--- src/rtl/core/lcpr_pkg.sv ---
// Shared types and constants for the lamp current PID regulator.
package lcpr_pkg;

    localparam int SAMPLE_W    = 10;
    localparam int BRIGHT_W    = 9;
    localparam int PWM_W       = 8;
    localparam int GAIN_W      = 16;
    localparam int SUM_W       = 16;
    localparam int ERR_W       = 12;
    localparam int DERIV_W     = 13;
    localparam int INTEG_W     = 24;
    localparam int PROD_W      = 40;
    localparam int ACC_W       = 42;
    localparam int NP_W        = ACC_W - 8;
    localparam int DIV_STEPS   = SAMPLE_W + 8;
    localparam int QUEUE_DEPTH = 2;
    localparam int CFG_INDEX_W = 3;
    localparam int CFG_DATA_W  = 16;

    localparam logic [BRIGHT_W-1:0] BRIGHT_THRESHOLD = 9'd244;

    typedef struct packed {
        logic [SAMPLE_W-1:0] current_sample;
        logic [BRIGHT_W-1:0] brightness;
    } sample_t;

    typedef struct packed {
        logic [PWM_W-1:0]    drive_pwm;
        logic [PWM_W-1:0]    full_pwm;
        logic [SAMPLE_W-1:0] average_current;
        logic                regulated;
    } result_t;

    typedef struct packed {
        logic [SAMPLE_W-1:0] avg;
        logic [BRIGHT_W-1:0] bright;
    } job_t;

    typedef struct packed {
        logic [SAMPLE_W-1:0] target_current;
        logic [GAIN_W-1:0]   gain_proportional;
        logic [GAIN_W-1:0]   gain_integral;
        logic [GAIN_W-1:0]   gain_derivative;
        logic [PWM_W-1:0]    pwm_floor;
        logic [PWM_W-1:0]    pwm_ceiling;
    } cfg_t;

    localparam cfg_t CFG_RESET = '{
        target_current:    10'd512,
        gain_proportional: 16'd0,
        gain_integral:     16'd0,
        gain_derivative:   16'd0,
        pwm_floor:         8'd0,
        pwm_ceiling:       8'd255
    };

    typedef enum logic [CFG_INDEX_W-1:0] {
        CFG_TARGET  = 3'd0,
        CFG_KP      = 3'd1,
        CFG_KI      = 3'd2,
        CFG_KD      = 3'd3,
        CFG_FLOOR   = 3'd4,
        CFG_CEILING = 3'd5
    } cfg_index_t;

    typedef enum logic [3:0] {
        ST_IDLE,
        ST_DIV,
        ST_ERR,
        ST_MUL_P,
        ST_MUL_I,
        ST_MUL_D,
        ST_ACC,
        ST_TRUNC,
        ST_CLAMP,
        ST_OUT
    } back_state_t;

endpackage

--- src/rtl/core/lcpr_front.sv ---
// Front end: sample accumulation and batch averaging.
module lcpr_front #(
    parameter int SAMPLES_PER_UPDATE = 4
) (
    input  logic              clk,
    input  logic              rst_n,
    input  logic              sample_valid,
    output logic              sample_stall,
    input  lcpr_pkg::sample_t sample,
    input  logic              queue_full,
    output logic              queue_push,
    output lcpr_pkg::job_t    queue_job
);
    import lcpr_pkg::*;

    localparam int COUNT_W = $clog2(SAMPLES_PER_UPDATE + 1);
    localparam logic [COUNT_W-1:0] COUNT_LAST = COUNT_W'(SAMPLES_PER_UPDATE - 1);

    // mean by reciprocal multiply, exact for every SUM_W-bit sum
    localparam int     DIV_SHIFT   = SUM_W + $clog2(SAMPLES_PER_UPDATE);
    localparam int     RECIP_W     = SUM_W + 1;
    localparam longint DIV_RECIP_L = ((longint'(1) << DIV_SHIFT)
                                     + longint'(SAMPLES_PER_UPDATE) - 1)
                                     / longint'(SAMPLES_PER_UPDATE);
    localparam logic [RECIP_W-1:0] DIV_RECIP = RECIP_W'(DIV_RECIP_L);

    logic [SUM_W-1:0]         sum_reg;
    logic [SUM_W-1:0]         sum_next;
    logic [SUM_W-1:0]         sum_add;
    logic [SUM_W+RECIP_W-1:0] avg_prod;
    logic [COUNT_W-1:0]       count_reg;
    logic [COUNT_W-1:0]       count_next;
    logic                     accept;
    logic                     batch_done;

    assign sample_stall = queue_full;
    assign accept       = sample_valid && !queue_full;
    assign sum_add      = sum_reg + SUM_W'(sample.current_sample);
    assign batch_done   = accept && (count_reg == COUNT_LAST);
    assign avg_prod     = sum_add * DIV_RECIP;

    assign queue_push       = batch_done;
    assign queue_job.avg    = avg_prod[DIV_SHIFT +: SAMPLE_W];
    assign queue_job.bright = sample.brightness;

    always_comb
    begin
        sum_next   = sum_reg;
        count_next = count_reg;
        if (batch_done)
        begin
            sum_next   = '0;
            count_next = '0;
        end
        else if (accept)
        begin
            sum_next   = sum_add;
            count_next = count_reg + COUNT_W'(1);
        end
    end

    always_ff @(posedge clk or negedge rst_n)
    begin
        if (!rst_n)
        begin
            sum_reg   <= '0;
            count_reg <= '0;
        end
        else
        begin
            sum_reg   <= sum_next;
            count_reg <= count_next;
        end
    end

endmodule

--- src/rtl/core/lcpr_queue.sv ---
// Two-entry job queue between front and back.
module lcpr_queue (
    input  logic           clk,
    input  logic           rst_n,
    input  logic           push,
    output logic           full,
    input  lcpr_pkg::job_t wr_job,
    input  logic           pop,
    output logic           rd_valid,
    output lcpr_pkg::job_t rd_job
);
    import lcpr_pkg::*;

    localparam int PTR_W = $clog2(QUEUE_DEPTH);
    localparam int CNT_W = $clog2(QUEUE_DEPTH + 1);
    localparam logic [CNT_W-1:0] CNT_FULL = CNT_W'(QUEUE_DEPTH);

    job_t             entry_reg [QUEUE_DEPTH];
    logic [PTR_W-1:0] wr_ptr_reg;
    logic [PTR_W-1:0] wr_ptr_next;
    logic [PTR_W-1:0] rd_ptr_reg;
    logic [PTR_W-1:0] rd_ptr_next;
    logic [CNT_W-1:0] cnt_reg;
    logic [CNT_W-1:0] cnt_next;
    logic             do_push;
    logic             do_pop;

    assign rd_valid = (cnt_reg != '0);
    assign rd_job   = entry_reg[rd_ptr_reg];
    assign full     = (cnt_reg == CNT_FULL);
    assign do_push  = push && !full;
    assign do_pop   = pop && rd_valid;

    always_comb
    begin
        wr_ptr_next = do_push ? wr_ptr_reg + PTR_W'(1) : wr_ptr_reg;
        rd_ptr_next = do_pop ? rd_ptr_reg + PTR_W'(1) : rd_ptr_reg;
        cnt_next    = cnt_reg + CNT_W'(do_push) - CNT_W'(do_pop);
    end

    always_ff @(posedge clk)
    begin
        if (do_push)
        begin
            entry_reg[wr_ptr_reg] <= wr_job;
        end
    end

    always_ff @(posedge clk or negedge rst_n)
    begin
        if (!rst_n)
        begin
            wr_ptr_reg <= '0;
            rd_ptr_reg <= '0;
            cnt_reg    <= '0;
        end
        else
        begin
            wr_ptr_reg <= wr_ptr_next;
            rd_ptr_reg <= rd_ptr_next;
            cnt_reg    <= cnt_next;
        end
    end

endmodule

--- src/rtl/core/lcpr_back.sv ---
// Back end: brightness divide, PID step, clamp and result register.
module lcpr_back #(
    parameter int INITIAL_PWM = 128
) (
    input  logic              clk,
    input  logic              rst_n,
    input  logic              job_valid,
    input  lcpr_pkg::job_t    job,
    output logic              job_pop,
    input  lcpr_pkg::cfg_t    cfg,
    output logic              result_valid,
    input  logic              result_stall,
    output lcpr_pkg::result_t result
);
    import lcpr_pkg::*;

    localparam int STEP_W = $clog2(DIV_STEPS);
    localparam logic [STEP_W-1:0] STEP_LAST = STEP_W'(DIV_STEPS - 1);

    back_state_t state_reg;
    back_state_t state_next;

    logic [SAMPLE_W-1:0]        avg_reg;
    logic [BRIGHT_W-1:0]        bright_reg;
    logic                       regulated_reg;
    logic [BRIGHT_W-1:0]        rem_reg;
    logic [DIV_STEPS-1:0]       dq_reg;
    logic [STEP_W-1:0]          step_reg;
    logic signed [ERR_W-1:0]    err_reg;
    logic signed [DERIV_W-1:0]  deriv_reg;
    logic signed [INTEG_W-1:0]  integ_reg;
    logic signed [INTEG_W-1:0]  integ_next;
    logic signed [ERR_W-1:0]    last_err_reg;
    logic signed [PROD_W-1:0]   prod_reg;
    logic signed [ACC_W-1:0]    acc_reg;
    logic signed [NP_W-1:0]     np_reg;
    logic [PWM_W-1:0]           full_reg;
    logic [PWM_W-1:0]           full_next;
    result_t                    result_reg;
    logic                       result_valid_reg;

    logic                       load_out;
    logic                       job_bright;
    logic [BRIGHT_W:0]          rem_shift;
    logic                       rem_ge;
    logic signed [ERR_W-1:0]    err_new;
    logic signed [INTEG_W:0]    integ_sum;
    logic signed [DERIV_W-1:0]  deriv_new;
    logic signed [GAIN_W-1:0]   mul_a;
    logic signed [INTEG_W-1:0]  mul_b;
    logic signed [PROD_W-1:0]   mul_p;
    logic signed [ACC_W-1:0]    prod_ext;
    logic signed [NP_W-1:0]     np_new;
    logic signed [NP_W-1:0]     ceil_ext;
    logic signed [NP_W-1:0]     floor_ext;
    logic [PWM_W+BRIGHT_W-1:0]  drive_prod;
    logic [BRIGHT_W-1:0]        drive_hi;
    logic [PWM_W-1:0]           drive;

    assign job_bright = (job.bright >= BRIGHT_THRESHOLD);

    // next state
    always_comb
    begin
        state_next = state_reg;
        unique case (state_reg)
            ST_IDLE:
            begin
                if (job_valid)
                begin
                    state_next = job_bright ? ST_DIV : ST_OUT;
                end
            end
            ST_DIV:
            begin
                if (step_reg == STEP_LAST)
                begin
                    state_next = ST_ERR;
                end
            end
            ST_ERR:   state_next = ST_MUL_P;
            ST_MUL_P: state_next = ST_MUL_I;
            ST_MUL_I: state_next = ST_MUL_D;
            ST_MUL_D: state_next = ST_ACC;
            ST_ACC:   state_next = ST_TRUNC;
            ST_TRUNC: state_next = ST_CLAMP;
            ST_CLAMP: state_next = ST_OUT;
            ST_OUT:
            begin
                if (!result_valid_reg || !result_stall)
                begin
                    state_next = ST_IDLE;
                end
            end
            default:  state_next = ST_IDLE;
        endcase
    end

    // state outputs
    always_comb
    begin
        job_pop  = 1'b0;
        load_out = 1'b0;
        unique case (state_reg)
            ST_IDLE: job_pop  = job_valid;
            ST_OUT:  load_out = !result_valid_reg || !result_stall;
            default:
            begin
                job_pop  = 1'b0;
                load_out = 1'b0;
            end
        endcase
    end

    // restoring divide step
    assign rem_shift = {rem_reg, dq_reg[DIV_STEPS-1]};
    assign rem_ge    = (rem_shift >= {1'b0, bright_reg});

    // error, integral, derivative
    assign err_new   = $signed({2'b00, cfg.target_current})
                     - $signed({1'b0, dq_reg[SAMPLE_W:0]});
    assign integ_sum = $signed({integ_reg[INTEG_W-1], integ_reg})
                     + $signed({{(INTEG_W + 1 - ERR_W){err_new[ERR_W-1]}}, err_new});
    assign deriv_new = $signed({err_new[ERR_W-1], err_new})
                     - $signed({last_err_reg[ERR_W-1], last_err_reg});

    always_comb
    begin
        if (integ_sum[INTEG_W] != integ_sum[INTEG_W-1])
        begin
            integ_next = integ_sum[INTEG_W] ? {1'b1, {(INTEG_W-1){1'b0}}}
                                            : {1'b0, {(INTEG_W-1){1'b1}}};
        end
        else
        begin
            integ_next = integ_sum[INTEG_W-1:0];
        end
    end

    // shared gain multiplier
    always_comb
    begin
        mul_a = $signed(cfg.gain_proportional);
        mul_b = $signed({{(INTEG_W - ERR_W){err_reg[ERR_W-1]}}, err_reg});
        case (state_reg)
            ST_MUL_I:
            begin
                mul_a = $signed(cfg.gain_integral);
                mul_b = integ_reg;
            end
            ST_MUL_D:
            begin
                mul_a = $signed(cfg.gain_derivative);
                mul_b = $signed({{(INTEG_W - DERIV_W){deriv_reg[DERIV_W-1]}}, deriv_reg});
            end
            default:
            begin
                mul_a = $signed(cfg.gain_proportional);
                mul_b = $signed({{(INTEG_W - ERR_W){err_reg[ERR_W-1]}}, err_reg});
            end
        endcase
    end

    assign mul_p    = mul_a * mul_b;
    assign prod_ext = $signed({{(ACC_W - PROD_W){prod_reg[PROD_W-1]}}, prod_reg});

    // truncate toward zero
    assign np_new = $signed(acc_reg[ACC_W-1:8])
                  + $signed({{(NP_W-1){1'b0}}, acc_reg[ACC_W-1] && (acc_reg[7:0] != '0)});

    assign ceil_ext  = $signed({{(NP_W - PWM_W){1'b0}}, cfg.pwm_ceiling});
    assign floor_ext = $signed({{(NP_W - PWM_W){1'b0}}, cfg.pwm_floor});

    always_comb
    begin
        full_next = full_reg;
        if (state_reg == ST_CLAMP)
        begin
            if (np_reg > ceil_ext)
            begin
                full_next = cfg.pwm_ceiling;
            end
            else if (np_reg < floor_ext)
            begin
                full_next = cfg.pwm_floor;
            end
            else
            begin
                full_next = np_reg[PWM_W-1:0];
            end
        end
    end

    assign drive_prod = full_reg * bright_reg;
    assign drive_hi   = drive_prod[PWM_W+BRIGHT_W-1:8];
    assign drive      = drive_hi[BRIGHT_W-1] ? {PWM_W{1'b1}} : drive_hi[PWM_W-1:0];

    always_ff @(posedge clk or negedge rst_n)
    begin
        if (!rst_n)
        begin
            state_reg        <= ST_IDLE;
            result_valid_reg <= 1'b0;
            full_reg         <= PWM_W'(INITIAL_PWM);
            integ_reg        <= '0;
            last_err_reg     <= '0;
        end
        else
        begin
            state_reg <= state_next;
            full_reg  <= full_next;
            if (state_reg == ST_ERR)
            begin
                integ_reg    <= integ_next;
                last_err_reg <= err_new;
            end
            if (load_out)
            begin
                result_valid_reg <= 1'b1;
            end
            else if (!result_stall)
            begin
                result_valid_reg <= 1'b0;
            end
        end
    end

    always_ff @(posedge clk)
    begin
        case (state_reg) inside
            ST_IDLE:
            begin
                if (job_valid)
                begin
                    avg_reg       <= job.avg;
                    bright_reg    <= job.bright;
                    regulated_reg <= job_bright;
                    dq_reg        <= {job.avg, 8'd0};
                    rem_reg       <= '0;
                    step_reg      <= '0;
                end
            end
            ST_DIV:
            begin
                rem_reg  <= rem_ge ? BRIGHT_W'(rem_shift - {1'b0, bright_reg})
                                   : rem_shift[BRIGHT_W-1:0];
                dq_reg   <= {dq_reg[DIV_STEPS-2:0], rem_ge};
                step_reg <= step_reg + STEP_W'(1);
            end
            ST_ERR:
            begin
                err_reg   <= err_new;
                deriv_reg <= deriv_new;
            end
            ST_MUL_P:
            begin
                prod_reg <= mul_p;
                acc_reg  <= $signed({{(ACC_W - PWM_W - 8){1'b0}}, full_reg, 8'd0});
            end
            ST_MUL_I, ST_MUL_D:
            begin
                prod_reg <= mul_p;
                acc_reg  <= acc_reg + prod_ext;
            end
            ST_ACC:
            begin
                acc_reg <= acc_reg + prod_ext;
            end
            ST_TRUNC:
            begin
                np_reg <= np_new;
            end
            ST_OUT:
            begin
                if (load_out)
                begin
                    result_reg.drive_pwm       <= drive;
                    result_reg.full_pwm        <= full_reg;
                    result_reg.average_current <= avg_reg;
                    result_reg.regulated       <= regulated_reg;
                end
            end
            default:
            begin
            end
        endcase
    end

    assign result_valid = result_valid_reg;
    assign result       = result_reg;

endmodule

--- src/rtl/core/lamp_current_pid_regulator.sv ---
// Top level of the lamp current PID regulator: config registers, front, queue, back.
//
// Samples are taken one per cycle while the job queue has room; every
// SAMPLES_PER_UPDATE samples close a batch whose mean goes to the back end.
// A batch at brightness of 0.95 or more passes through the back end in order:
// take the job from the queue, bit-serial divide by brightness, then error,
// three passes of the shared 16x24 gain multiplier, accumulate, truncate,
// clamp and output load; a batch at lower brightness goes from taking the
// job straight to output load, where a stalled result holds it. The
// two-entry queue lets the front keep collecting while the back end works or
// the result is held.
// Config writes are always ready; write only while no batch is in flight.
module lamp_current_pid_regulator #(
    parameter int SAMPLES_PER_UPDATE = 4,
    parameter int INITIAL_PWM        = 128
) (
    input  logic                             clk,
    input  logic                             rst_n,
    input  logic                             sample_valid,
    output logic                             sample_stall,
    input  lcpr_pkg::sample_t                sample,
    output logic                             result_valid,
    input  logic                             result_stall,
    output lcpr_pkg::result_t                result,
    input  logic                             cfg_valid,
    output logic                             cfg_ready,
    input  logic [lcpr_pkg::CFG_INDEX_W-1:0] cfg_index,
    input  logic [lcpr_pkg::CFG_DATA_W-1:0]  cfg_data
);
    import lcpr_pkg::*;

    cfg_t      cfg_reg;
    cfg_t      cfg_next;
    logic      queue_push;
    logic      queue_full;
    job_t      front_job;
    job_t      head_job;
    logic      head_valid;
    logic      head_pop;

    assign cfg_ready = 1'b1;

    always_comb
    begin
        cfg_next = cfg_reg;
        if (cfg_valid)
        begin
            unique case (cfg_index_t'(cfg_index))
                CFG_TARGET:  cfg_next.target_current    = cfg_data[SAMPLE_W-1:0];
                CFG_KP:      cfg_next.gain_proportional = cfg_data[GAIN_W-1:0];
                CFG_KI:      cfg_next.gain_integral     = cfg_data[GAIN_W-1:0];
                CFG_KD:      cfg_next.gain_derivative   = cfg_data[GAIN_W-1:0];
                CFG_FLOOR:   cfg_next.pwm_floor         = cfg_data[PWM_W-1:0];
                CFG_CEILING: cfg_next.pwm_ceiling       = cfg_data[PWM_W-1:0];
                default:     cfg_next = cfg_reg;
            endcase
        end
    end

    always_ff @(posedge clk or negedge rst_n)
    begin
        if (!rst_n)
        begin
            cfg_reg <= CFG_RESET;
        end
        else
        begin
            cfg_reg <= cfg_next;
        end
    end

    lcpr_front #(
        .SAMPLES_PER_UPDATE(SAMPLES_PER_UPDATE)
    ) u_front (
        .clk          (clk),
        .rst_n        (rst_n),
        .sample_valid (sample_valid),
        .sample_stall (sample_stall),
        .sample       (sample),
        .queue_full   (queue_full),
        .queue_push   (queue_push),
        .queue_job    (front_job)
    );

    lcpr_queue u_queue (
        .clk      (clk),
        .rst_n    (rst_n),
        .push     (queue_push),
        .full     (queue_full),
        .wr_job   (front_job),
        .pop      (head_pop),
        .rd_valid (head_valid),
        .rd_job   (head_job)
    );

    lcpr_back #(
        .INITIAL_PWM(INITIAL_PWM)
    ) u_back (
        .clk          (clk),
        .rst_n        (rst_n),
        .job_valid    (head_valid),
        .job          (head_job),
        .job_pop      (head_pop),
        .cfg          (cfg_reg),
        .result_valid (result_valid),
        .result_stall (result_stall),
        .result       (result)
    );

endmodule

--- config.mk ---
export PLATFORM = sky130hd
export DESIGN_NAME = lamp_current_pid_regulator
export DESIGN_NICKNAME = d
export VERILOG_FILES = /design/src/rtl/core/lcpr_pkg.sv /design/src/rtl/core/lcpr_front.sv /design/src/rtl/core/lcpr_queue.sv /design/src/rtl/core/lcpr_back.sv /design/src/rtl/core/lamp_current_pid_regulator.sv
export SDC_FILE = /design/constraint.sdc
export NUM_CORES = 2
export LEC_CHECK = 0
export BUFFER_PORTS_ARGS = -buffer_cell sky130_fd_sc_hd__buf_2
export CAP_MARGIN = 25
export CORE_AREA = 2 2 327 329
export CTS_BUF_LIST = sky130_fd_sc_hd__clkbuf_4 sky130_fd_sc_hd__clkbuf_8
export CTS_CLUSTER_DIAMETER = 150
export DETAILED_ROUTE_END_ITERATION = 10
export DIE_AREA = 0 0 329 331
export GPL_TIMING_DRIVEN = 0
export PLACE_DENSITY = 0.5
export SLEW_MARGIN = 0
export SYNTH_ARGS = -nofsm -noshare
export SYNTH_HDL_FRONTEND = slang
export SYNTH_SLANG_ARGS = --single-unit
--- constraint.sdc ---
create_clock -name clk -period 18.6 [get_ports clk]
set_input_delay 3.72 -clock clk [delete_from_list [all_inputs] [get_ports clk]]
set_output_delay 3.72 -clock clk [all_outputs]
set_load 0.03 [all_outputs]
======== After elaboration in Yosys (flattened, before gate mapping) ========
Memories as Yosys holds them, arrays and structs flattened.
Index checks and enable logic that the tools add are counted.
operators by class
  $mul .................................... 2
  equal/unequal tests ..................... 22
  bitwise gates (word level) .............. 7
  reduce and logical (&&, ||, !) cells .... 32
  add/subtract/negate cells ............... 13
  muxes and demuxes ....................... 36
  order comparisons ....................... 4
operators by type and width
  cell                count
  $mux 42             2
  $mux 40             2
  $mux 18             3
  $mux 16             3
  $mux 24             2
  $pmux 24 s2         1
  $add 42x40->42      1
  $mul 16x24->40      1
  $pmux 4 s10         1
  $mux 9              4
  $add 34x2->34       1
  $gt 34x9->1         1
  $lt 34x9->1         1
  $pmux 16 s2         1
  $add 24x12->25      1
  $mul 8x9->17        1
  $add 16x10->16      1
  $eq 4x3->1 const B  4
  $mux 4              4
  $mux 8              2
  $reduce_and 2->1    8
  $mux 5              3
  $sub 12x12->13      1
  $sub 10x11->12      1
  other kinds (34)    66
storage, ports and cells
  register bits ........................... 366
  logic and storage cells ................. 149
  memories ................................ 1
  RAM bits ................................ 38
  input bits .............................. 43
memory list
  name               depth  width  rd ports  clocked after Yosys merged registers in  wr ports  RTL line          RTL
  u_queue.entry_reg  2      19     1         0                                        1         lcpr_queue.sv:18  job_t entry_reg [QUEUE_DEPTH];

======== Logic depth before layout (Yosys ltp) ========
  depth after elaboration ................. 7
  depth in mapped cells ................... 34

======== Modules after synthesis ========
A second synthesis with hierarchy kept.
second synthesis, totals
  cell total of the unflattened synthesis .. 3,682
  area, all modules ....................... 37,258.2 um2
modules (own cells, without submodules)
  module                      area an instance (um2)  sequential area each (um2)  cells each  instances
  lcpr_back                   31,604.1                7,833.8                     3,323       1
  lamp_current_pid_regulator  2,919.0                 1,863.0                     163         1
  lcpr_queue                  1,570.3                 1,241.2                     77          1
  lcpr_front                  1,164.9                 375.4                       119         1

======== Worst setup path before layout ========
No wires, ideal clock.
  path type ............................... register to register
  start point ............................. reg u_back.state_reg[3]
  end point ............................... reg u_back.prod_reg[39], data pin
  slack ................................... 10.732 ns
  data arrival time ....................... 7.608 ns
  required time ........................... 18.340 ns
  period minus slack after synthesis ...... 7.868 ns
  path buffers ............................ 4
  cell stages (with the launch flop) ...... 31
  path through ............................ dfrtp_1 > clkbuf_1 > inv_1 > nand2_1 > nor2_1 > clkbuf_1 > clkbuf_1 > nor2_1 > a21oi_1 > nand2_1 > fa_1 > inv_1 > fa_1 > fa_1 > fa_1 > fa_1 > inv_1 > fa_1 > inv_1 > ha_1 > clkbuf_1 > a21o_1 > a21o_1 > a211oi_1 > o21ai_1 > o31ai_1 > o21a_1 > o21ai_1 > nor4_1 > nor3_1 > xnor2_1
on the way
  longest elaborated chain between the ends .. 5
  elaborated cells on any way between the ends .. 8
RTL lines
  what                                        RTL line          RTL
  start: declaration                          lcpr_back.sv:20   back_state_t state_reg;
  start signal: assignment                    lcpr_back.sv:210  state_reg <= state_next;
  $eq 4x3->1                                  lcpr_back.sv:145  case (state_reg)
  $pmux 16 s2 or $pmux 24 s2 (tied branches)  lcpr_back.sv:145
  $mul 16x24->40 *                            lcpr_back.sv:164  assign mul_p = mul_a * mul_b;
  net u_back.mul_p[39]                        lcpr_back.sv:51   logic signed [PROD_W-1:0] mul_p;
  $mux 40                                     lcpr_back.sv:230  case (state_reg) inside
  $mux 40 *                                   lcpr_back.sv:230
  end signal: assignment                      lcpr_back.sv:257  prod_reg <= mul_p;
  end signal: assignment                      lcpr_back.sv:262  prod_reg <= mul_p;
  end: declaration                            lcpr_back.sv:34   logic signed [PROD_W-1:0] prod_reg;
Mark *: on every way through the listed nets, which the timed path passes. The rest lies on a longest branch. The select of a mux whose other input is x is not followed.
A chain may end at the register's enable or synchronous reset.

======== Worst setup path in the final report ========
Same ends and word-level chain as after synthesis.

==> results_dict.tcl <==
set metrics [dict create \
    cts.clk_slew.worst_paths_ns 0.06 \
    start_util_pct 34.9 \
    fin_tns_setup_ns 0 \
    synth_top_cells_by_area "fa_1, edfxtp_1, dfrtp_1" \
    cts_root_buffer "clkbuf_8" \
    post_cts_resized 0 \
    grt_usage_pct 18.0 \
    grt_pass1_vias 26325 \
    ys_seq_elements 400 \
    status "finished clean" \
    drc 0 \
    slowest_delay_ns 0.72 \
    detail_route.vias_per_cell 4.83 \
    min_path_cells 0 \
    fin_nets 4543 \
    post-cts-setup-buffers 0 \
    slew_headroom_pct 23.5 \
    gp_congestion 0.905 \
    dr_total_vias 25472 \
    r2r_end "u_back.prod_reg[39]$_DFFE_PP_" \
    clockBufferDepth 3 \
    maxCapViolCount 0 \
    insertion_delay_ns 0.71 \
    overflow 0 \
    routed_wl_mm 95.8 \
    area_growth_syn_to_layout_pct 11.0 \
    syn_area_per_cell_sq_um 10.0 \
    ant_nets 0 \
    synth_async_sr_flop_share_pct 35.5 \
    yosys-top-cells-count "inv_1, fa_1, nand2_1" \
    reg2reg_slack_ns 7.51 \
    critPathMaxFanout 10 \
    drt_iter0_drc 1503 \
    numCtsBuffers 78 \
    ys.warnings.count 0 \
    synthDominantAreaCellType "fa_1" \
    ys_seq_area_share_pct 30.9 \
    die_w_microns 329 \
    worstSetupPathType "register to register" \
    syn_nets 4373 \
    hold_viol 0 \
    ff2ff_path_depth 30 \
    io_buffer_count 71 \
    dr.pass1.iters 5 \
    clock-sinks 400 \
    endpoint_kind "register" \
    die_y_microns 331 \
    skew_ns 0.0307 \
    startpoint_type "register" \
    drive_gt1_share_pct 9.86 \
    ios 73 \
    fin_crit_sh_pct 59.6 \
    crit_top_cell "fa_1" \
    cp.required_ns 19.03 \
    hold_end "u_back.result[1]$_DFFE_PP_" \
    netlist_area_sq_um 36600 \
    largest_reg_flops 74 \
    synth_edf_count 258 \
    nFillCells 10616 \
    htree_levels 3 \
    setup_viol_count_final 0 \
    dieArea_sq_um 109000 \
    synthFlopType "edfxtp_1" \
    worstHoldStart "u_back.avg_reg[0]$_DFFE_PP_" \
    num_rows 119 \
    place_hpwl_mm 76.9 \
    synth_top_area_share_pct 23.0 \
    cp_slowest_cell "o31ai_1" \
    reg2reg_from "u_back.state_reg[3]$_DFFE_PN0P_" \
    final_util_pct 38.7 \
    grt_pass1_wl_mm 151 \
    synthCells 3649 \
    cts_tree "yes" \
    core_area_sq_um 105000 \
    hold_path.class "register to register" \
    worst_slew_pin_slew_ns 1.15 \
    grt_max_degree 104 \
    post-synth-top-count-cell "inv_1" \
    fin_crit_ns 11.09 \
    arrival_ns 11.52 \
    holdBufCountCts 0 \
    antenna_found_initial 6 \
    rsz0062_at_grt "false" \
    wl_per_cell_microns 18.2 \
    max_freq_mhz 90.2 \
    drv_slew 0 \
    yosysUniqueCellTypes 79 \
]
==> how the worst max path moves through the flow <==
| stage | startpoint | endpoint | cells after the start | slack [ns] |
|---|---|---|---|---|
| after CTS | u_back.state_reg[3]$_DFFE_PN0P_ | u_back.prod_reg[39]$_DFFE_PP_ | 30 | 7.59 |
| after global routing | u_back.state_reg[3]$_DFFE_PN0P_ | u_back.prod_reg[39]$_DFFE_PP_ | 30 | 7.04 |
| final | u_back.state_reg[3]$_DFFE_PN0P_ | u_back.prod_reg[39]$_DFFE_PP_ | 30 | 7.51 |
| after detailed placement | u_back.state_reg[3]$_DFFE_PN0P_ | u_back.prod_reg[39]$_DFFE_PP_ | 30 | 7.60 |
| after floorplan | u_back.state_reg[3]$_DFFE_PN0P_ | u_back.prod_reg[39]$_DFFE_PP_ | 30 | 10.73 |
| after global placement | u_back.state_reg[3]$_DFFE_PN0P_ | u_back.prod_reg[39]$_DFFE_PP_ | 30 | 7.80 |
==> cell families after synthesis <==
kind of cell	count (synthesis)	synth area share (%)
AND/OR/NAND/NOR	992	11.9
buffers and inverters	727	7.50
adder cells (fa/ha/maj)	702	32.5
AO/OA/AOI/OAI	513	8.80
flip-flops	400	30.9
XOR/XNOR	174	4.18
multiplexers	140	4.17
other	1	0.0102
==> area by class of cell <==
class	instances	area [sq um]	area share, %
buffer	125	489	1.20
tap	1391	1740	4.28
antenna	3	7.51	0.0185
multi-input combinational	2522	22600	55.6
sequential	400	11300	27.8
timing repair buffer	90	594	1.46
inverter	602	2260	5.56
clock buffer	109	1340	3.29
clock inverter	36	299	0.736
==> layer usage <==
metal	global-route usage, %	share of wire (%)	wire [microns]
met2	29.8	47	44600
met4	4.70	2.2	2130
met3	2.97	4.3	4090
met5	0	0.014	13
met1	24.5	47	45000
==> layout by cell type (no fill, tap or decap), drive strengths merged, types with 20 or more instances in the layout <==
master and count:
dfrtp 132, clkinv 25, o21ai 125, clkbuf 220, inv 604, a21o 94, xor2 61, o21a 20
ha 260, nor2 311, nor3 26, nand2b 25, nand4 30, mux2 100, and2 58, edfxtp 258
xnor2 113, mux2i 40, nor2b 32, buf 104, nand2 409, fa 421, a21oi 162, maj3 21
nand3 39
==> per-stage QoR <==
stage / instance area (sq um) / worst slack, ns / hold WS [ns] / cells
after floorplan: 36600 / 10.73 / 0.400 / 3649
after global placement: 38700 / 7.80 / 0.405 / 5111
after detailed placement: 39000 / 7.60 / 0.407 / 5126
after CTS: 40600 / 7.59 / 0.419 / 5271
after global routing: 40700 / 7.04 / 0.427 / 5277
final: 40700 / 7.51 / 0.416 / 5278
==> worst max-delay path, delay by kind of cell (launching register included) <==
family	cells	cell delay (ns)
AOI/OAI and AO/OA	7	2.77
DFF	1	0.35
and+or+nand+nor	7	1.72
xor gates and xnor gates	1	0.44
buffers and inverters	8	2.02
adders and majority gates	7	3.48
Power is left out: the tool's default activity adds up to more than one toggle a clock period on the data nets, which glitch-free logic cannot reach.
